File: src/sv/dtw_pkg.sv
// Package for the DTW cost and warp path block.
// Holds shared widths, action codes and the cell-to-cell struct; no dependencies.
`timescale 1ns / 1ps
package dtw_pkg;
	localparam int MAX_LEN    = 32;
	localparam int SAMPLE_W   = 16;
	localparam int COST_W     = 48;
	localparam int CFG_W      = 6;
	localparam int ACT_W      = 2;
	localparam logic [ACT_W-1:0] ACT_LOAD_K = 2'd0;
	localparam logic [ACT_W-1:0] ACT_LOAD_S = 2'd1;
	localparam logic [ACT_W-1:0] ACT_RUN    = 2'd2;
	localparam logic [ACT_W-1:0] ACT_NOP    = 2'd3;
	localparam logic [COST_W-1:0] COST_MAX  = {COST_W{1'b1}};

	typedef struct packed {
		logic              vld;
		logic              first;
		logic [COST_W-1:0] left;
		logic [COST_W-1:0] diag;
	} wave_t;

	function automatic logic [COST_W-1:0] sat_add(input logic [COST_W-1:0] a,
		input logic [COST_W-1:0] b);
		logic [COST_W:0] s;
		s = {1'b0, a} + {1'b0, b};
		return s[COST_W] ? COST_MAX : s[COST_W-1:0];
	endfunction
endpackage

File: src/sv/dtw_cell.sv
// One column cell of the DTW chain: holds one kernel sample and the cost
// of its column in the previous row. Uses dtw_pkg.
`timescale 1ns / 1ps
module dtw_cell (
	input  logic                                clk,
	input  logic                                arst_n,
	input  logic                                kwe,
	input  logic signed [dtw_pkg::SAMPLE_W-1:0] kdata,
	input  logic signed [dtw_pkg::SAMPLE_W-1:0] sdata,
	input  logic                                row0,
	input  dtw_pkg::wave_t                      win,
	output dtw_pkg::wave_t                      wout,
	output logic [dtw_pkg::COST_W-1:0]          cost
);
	import dtw_pkg::*;
	logic signed [SAMPLE_W-1:0] k_q;
	logic [COST_W-1:0] up_q, left_q, diag_q;
	logic vld_q;
	logic signed [SAMPLE_W:0] diff;
	logic [SAMPLE_W:0] mag;
	logic [2*SAMPLE_W+1:0] sq;
	logic [COST_W-1:0] best, c;

	always_comb begin
		diff = {k_q[SAMPLE_W-1], k_q} - {sdata[SAMPLE_W-1], sdata};
		mag  = diff[SAMPLE_W] ? (~diff + 1'b1) : diff;
		sq   = mag * mag;
		if (row0 && win.first) best = '0;
		else if (row0) best = win.left;
		else if (win.first) best = up_q;
		else begin
			best = win.diag;
			if (up_q < best) best = up_q;
			if (win.left < best) best = win.left;
		end
		c = sat_add(best, COST_W'(sq));
	end

	always_ff @(posedge clk) if (kwe) k_q <= kdata;

	always_ff @(posedge clk or negedge arst_n) begin
		if (!arst_n) begin
			vld_q <= 1'b0;
		end else begin
			vld_q <= win.vld;
		end
	end

	always_ff @(posedge clk) begin
		if (win.vld) begin
			left_q <= c;
			diag_q <= up_q;
			up_q   <= c;
		end
	end

	assign wout = {vld_q, 1'b0, left_q, diag_q};
	assign cost = c;
endmodule

File: config.mk
export PLATFORM = sky130hd
export DESIGN_NAME = dtw_cell
export DESIGN_NICKNAME = d
export VERILOG_FILES = /design/src/sv/dtw_pkg.sv /design/src/sv/dtw_cell.sv
export SDC_FILE = /design/constraint.sdc
export NUM_CORES = 1
export LEC_CHECK = 0
export BUFFER_PORTS_ARGS = -buffer_cell sky130_fd_sc_hd__buf_2
export CORE_ASPECT_RATIO = 0.7
export CORE_MARGIN = 4
export CORE_UTILIZATION = 60
export CTS_CLUSTER_DIAMETER = 120
export DETAILED_ROUTE_END_ITERATION = 7
export GPL_TIMING_DRIVEN = 1
export MAX_ROUTING_LAYER = met4
export PLACE_DENSITY = 0.9
export SETUP_SLACK_MARGIN = 0.5
export SLEW_MARGIN = 5
export SYNTH_ARGS = -nofsm -noshare
export SYNTH_HDL_FRONTEND = slang
export SYNTH_SLANG_ARGS = --single-unit
File: constraint.sdc
create_clock -name clk -period 28.5 [get_ports clk]
set_input_delay 1.425 -clock clk [delete_from_list [all_inputs] [get_ports clk]]
set_output_delay 1.425 -clock clk [all_outputs]
set_load 0.05 [all_outputs]
* Yosys cells after proc, flatten, opt, wreduce, memory -nomap -nowiden
Index checks and enable logic that the tools add are counted.
** Storage, ports and cells
- Bits in registers :: 113
- Input bits :: 134
- Output and inout port bits :: 146
- Logic and storage cells :: 22
** Operators by class
- $add $sub $neg :: 3
- Multiply operators :: 1
- Order comparisons :: 2
- Mux-type cells :: 10
- Bitwise gates (word level) :: 1
- Reductions and logical operators :: 1
** Operator list (count)
- two-way mux 48 bit :: 9
- < comparator 48 bit :: 2
- adder 48 x 34 -> 49 bit :: 1
- multiplier 17 x 17 -> 34 bit :: 1
- adder 17 x 1 -> 17 bit (second input constant) :: 1
- two-way mux 17 bit :: 1
- NOT 17 bit :: 1
- subtractor 16 x 16 -> 17 bit :: 1
- logical AND 1 bit :: 1

* Longest topological paths before layout
- Depth in word-level cells :: 12
- Mapped depth :: 47
- Depth with buffers taken out :: 41

* Worst setup path after synthesis
No wires, ideal clock.
- Path kind :: input port to output port
- Start :: in win[6] (netlist name)
- End :: out cost[41] (netlist name)
- Arrival :: 13.218 ns
- Required time :: 27.075 ns
- Setup slack :: 13.857 ns
- Stages on the path :: 43
- Path buffers :: 7
- Cell sequence :: inv_1 -> ha_1 -> and3_1 -> o311a_1 -> o31ai_2 -> a311oi_2 -> nor3_2 -> buf_2 -> buf_1 -> clkbuf_1 -> mux2i_1 -> ha_1 -> a211oi_1 -> o21bai_1 -> a21o_1 -> a221oi_1 -> o21ai_0 -> o31a_1 -> [7 not listed] -> fa_1 -> inv_1 -> fa_1 -> fa_1 -> fa_1 -> inv_1 -> ha_1 -> a21oi_1 -> nand2_1 -> o311a_1 -> o2111ai_1 -> a31oi_1 -> or4_1 -> o211ai_1 -> and4b_1 -> clkbuf_1 -> and3_1 -> o21ai_0
** Between the ends
- Cells in the longest elaborated chain, start to end :: 12
** RTL lines
- start: declaration :: line dtw_cell.sv:11 : input dtw_pkg::wave_t win,
- < comparator 48 bit :: line dtw_cell.sv:33 : if (up_q < best) best = up_q;
- two-way mux 48 bit * :: line dtw_cell.sv:33
- two-way mux 48 bit * :: line dtw_cell.sv:30 : else if (win.first) best = up_q;
- two-way mux 48 bit * :: line dtw_cell.sv:29 : else if (row0) best = win.left;
- two-way mux 48 bit * :: line dtw_cell.sv:28 : if (row0 && win.first) best = '0;
- < comparator 48 bit :: line dtw_cell.sv:34 : if (win.left < best) best = win.left;
- two-way mux 48 bit * :: line dtw_cell.sv:34
- two-way mux 48 bit * :: line dtw_cell.sv:30
- two-way mux 48 bit * :: line dtw_cell.sv:29
- two-way mux 48 bit * :: line dtw_cell.sv:28
- adder 48 x 34 -> 49 bit * :: line dtw_pkg.sv:26 : s = {1'b0, a} + {1'b0, b};
- two-way mux 48 bit * :: line dtw_pkg.sv:27 : return s[COST_W] ? COST_MAX : s[COST_W-1:0];
- end: declaration :: line dtw_cell.sv:13 : output logic [dtw_pkg::COST_W-1:0] cost
Every way passes the cells marked *; elsewhere a longest branch is shown, timed or not. The select of a mux whose other input is x is not followed.

* Worst setup path in the final report
- Start :: in win[36] (netlist name)
- End :: out cost[45] (netlist name)
Same word-level chain as after synthesis.

==> results.py <==
metrics = {
    "outcome": {
        "status": "finished clean",
    },
    "critical_path": {
        "worstSetupPathType": "primary input to output port",
        "required_ns": 27.07,
        "crit_arrival_ns": 14.59,
        "max_stage_delay_ns": 0.94,
        "reg2reg_setup_slack_ns": 15.05,
        "cp-end-kind": "output port",
        "r2r-start": "left_q[39]$_DFFE_PP_",
        "startpoint_type": "primary input",
        "worst_path_most_repeated_cell": "ha_1",
        "critPathMaxFanout": 23,
        "ff2ff_path_depth": 42,
        "cp_slowest_cell": "nor4_1",
        "worstReg2RegEnd": "left_q[32]$_DFFE_PP_",
    },
    "sta": {
        "drv_slew": 0,
        "rsz0062_at_grt": "false",
        "relSlewSlack": 0.280,
        "post-route-min-period_ns": 16.01,
        "setup_violations": 0,
        "fin_skew_ns": 0.0128,
        "hold_violations": 0,
        "max_freq_mhz": 62.4,
        "min_period_over_period": 0.562,
        "holdWs_ns": 0.564,
        "fin_setup_tns_ns": 0,
        "tightest_slew_ns": 1.07,
    },
    "cells_and_area": {
        "area_growth_pct": 14.2,
        "final_cell_mix": "inv_1 (393), buf_2 (277), fa_1 (226)",
        "layout-drive-gt1-share": 0.170,
        "multi_input_area_sq_um": 12700,
        "stdcell_count": 2588,
        "fill_cells": 2130,
        "final_nets": 2774,
        "final_common_cell": "inv_1",
        "seq_area_sq_um": 3390,
    },
    "clock_tree": {
        "hold_buffers": 0,
        "cts_sinks": 113,
        "clk_path_buf_depth": 2,
        "cts_resized": 0,
        "cts_setup_buffers": 0,
        "clk_root_buffer_cell": "clkbuf_16",
        "cts-buffers-inserted": 17,
        "htreeDepth": 4,
        "cts_tree": "built",
        "clk_latency_ns": 0.45,
        "clk_pin_slew_ns": 0.06,
    },
    "synthesis": {
        "synth_cell_types": 79,
        "synth.ff_latch_count": 113,
        "synthArstFlopShare": 0.00885,
        "synth_top_flop_cell": "edfxtp_1",
        "ys_seq_area_frac": 0.191,
        "avgSynthCellArea_sq_um": 9.27,
        "netlist_instances": 1911,
        "synth_edf_count": 112,
        "synth.cell_area_sq_um": 17700,
        "synth_warnings": 0,
    },
    "route": {
        "wl_per_cell_um": 20.6,
        "first_iter_violations": 1427,
        "vias_per_cell": 6.00,
        "drc": 0,
        "dr_total_vias": 15500,
        "routed_wl_mm": 53.3,
        "drtPass1Iterations": 6,
        "ant_nets": 0,
    },
    "worst_hold_path": {
        "min_path_cells": 0,
        "hold_start": "left_q[47]$_DFFE_PP_",
        "holdPathEnd": "diag_q[47]$_DFFE_PP_",
        "hp-class": "register to register",
    },
    "global_route": {
        "grt_use_met1": 0.439,
        "use_met2": 0.541,
        "grt_pass1_vias": 16100,
        "global_route.usage.met3": 0.0646,
        "grt_pass1_wl_mm": 83.7,
        "overflow": 0,
        "antenna_found_initial": 3,
        "grt.busiest_layer": "met2",
        "grt_max_degree": 67,
        "track_usage": 0.343,
    },
    "floorplanning": {
        "die_w_um": 213,
        "core_sq_um": 29000,
        "start_util": 0.611,
        "io-pin-count": 280,
        "die_y_um": 152,
        "num_rows": 52,
        "dieArea_sq_um": 32400,
    },
    "place": {
        "port_buffers": 278,
        "placedCellCount": 2551,
        "finalWeightedCongestion": 1.04,
        "dp_hpwl_mm": 43.4,
    },
    "run": {
        "cap_violations": 0,
    },
}
-- cell usage after synthesis, drive strengths merged (16+ instances only) --
master  instances  area share
ha            222        0.16
edfxtp        112        0.19
xor2           26       0.013
a21o           35       0.015
mux2i          52       0.029
inv           394       0.083
nand2b         22      0.0078
nand2         159       0.035
clkbuf         35      0.0074
o21ai          87       0.025
nand3          18      0.0051
fa            226        0.26
a211oi         16      0.0068
a21oi          88       0.025
a22oi          17      0.0072
nor2          162       0.034
xnor2          34       0.017
-- worst max-delay path: cells and delay by family --
| family | cells | cell delay [ns] |
|---|---|---|
| AO/OA/AOI/OAI | 19 | 6.47 |
| adder cells (fa/ha/maj) | 8 | 2.91 |
| buffers and inverters | 7 | 1.04 |
| multiplexers | 1 | 0.29 |
| AND/OR/NAND/NOR | 7 | 2.42 |
-- per-layer routing --
metal  wire length [um]  share of wire  up-vias
met4               2710          0.051        0
met2              24700           0.46      908
li1                   -              -     6854
met3               5230          0.098      212
met5                  0              0        -
met1              20700           0.39     7544
-- layout make-up --
type / count / area share
diodes: 5 / 0.000619
clock buffers: 17 / 0.0210
clock inverters: 15 / 0.0101
inverters: 400 / 0.0742
multi-input cells: 1362 / 0.627
flip-flops and latches: 113 / 0.168
well taps: 378 / 0.0234
repair buffers: 298 / 0.0763
-- per-stage QoR --
step                setup slack [ns]  instance area (sq um)   util
floorplan                      13.86                  17800      -
global placement               13.69                  19600  0.675
detailed placement             13.31                  19600  0.675
CTS                            13.26                  20200  0.697
global route                   12.35                  20200  0.697
finish                         12.49                  20200  0.697
-- cell families after synthesis --
family,synth area share
xor+xnor,0.0297
compound gates,0.119
other cells,0.000424
flops,0.191
mux,0.0300
simple gates,0.120
buf+inv,0.0979
fa+ha+maj,0.412
-- how the worst max path moves through the flow --
stage	from	endpoint	slack (ns)	cells past startpoint
6_report	win[36]	cost[45]	12.49	42
5_1_grt	win[36]	cost[32]	12.35	43
4_1_cts	win[36]	cost[32]	13.26	41
3_5_place_dp	win[37]	cost[32]	13.31	41
3_3_place_gp	win[36]	cost[12]	13.69	43
2_1_floorplan	win[6]	cost[41]	13.86	43
-- flip-flops by register name, summed over array words and instances, names as in the netlist --
name	cells
left_q	48
diag_q	48
vld_q	1
k_q	16
Power is not shown: default switching activity piles up to over one toggle a cycle in this logic, so the estimate is an artifact.
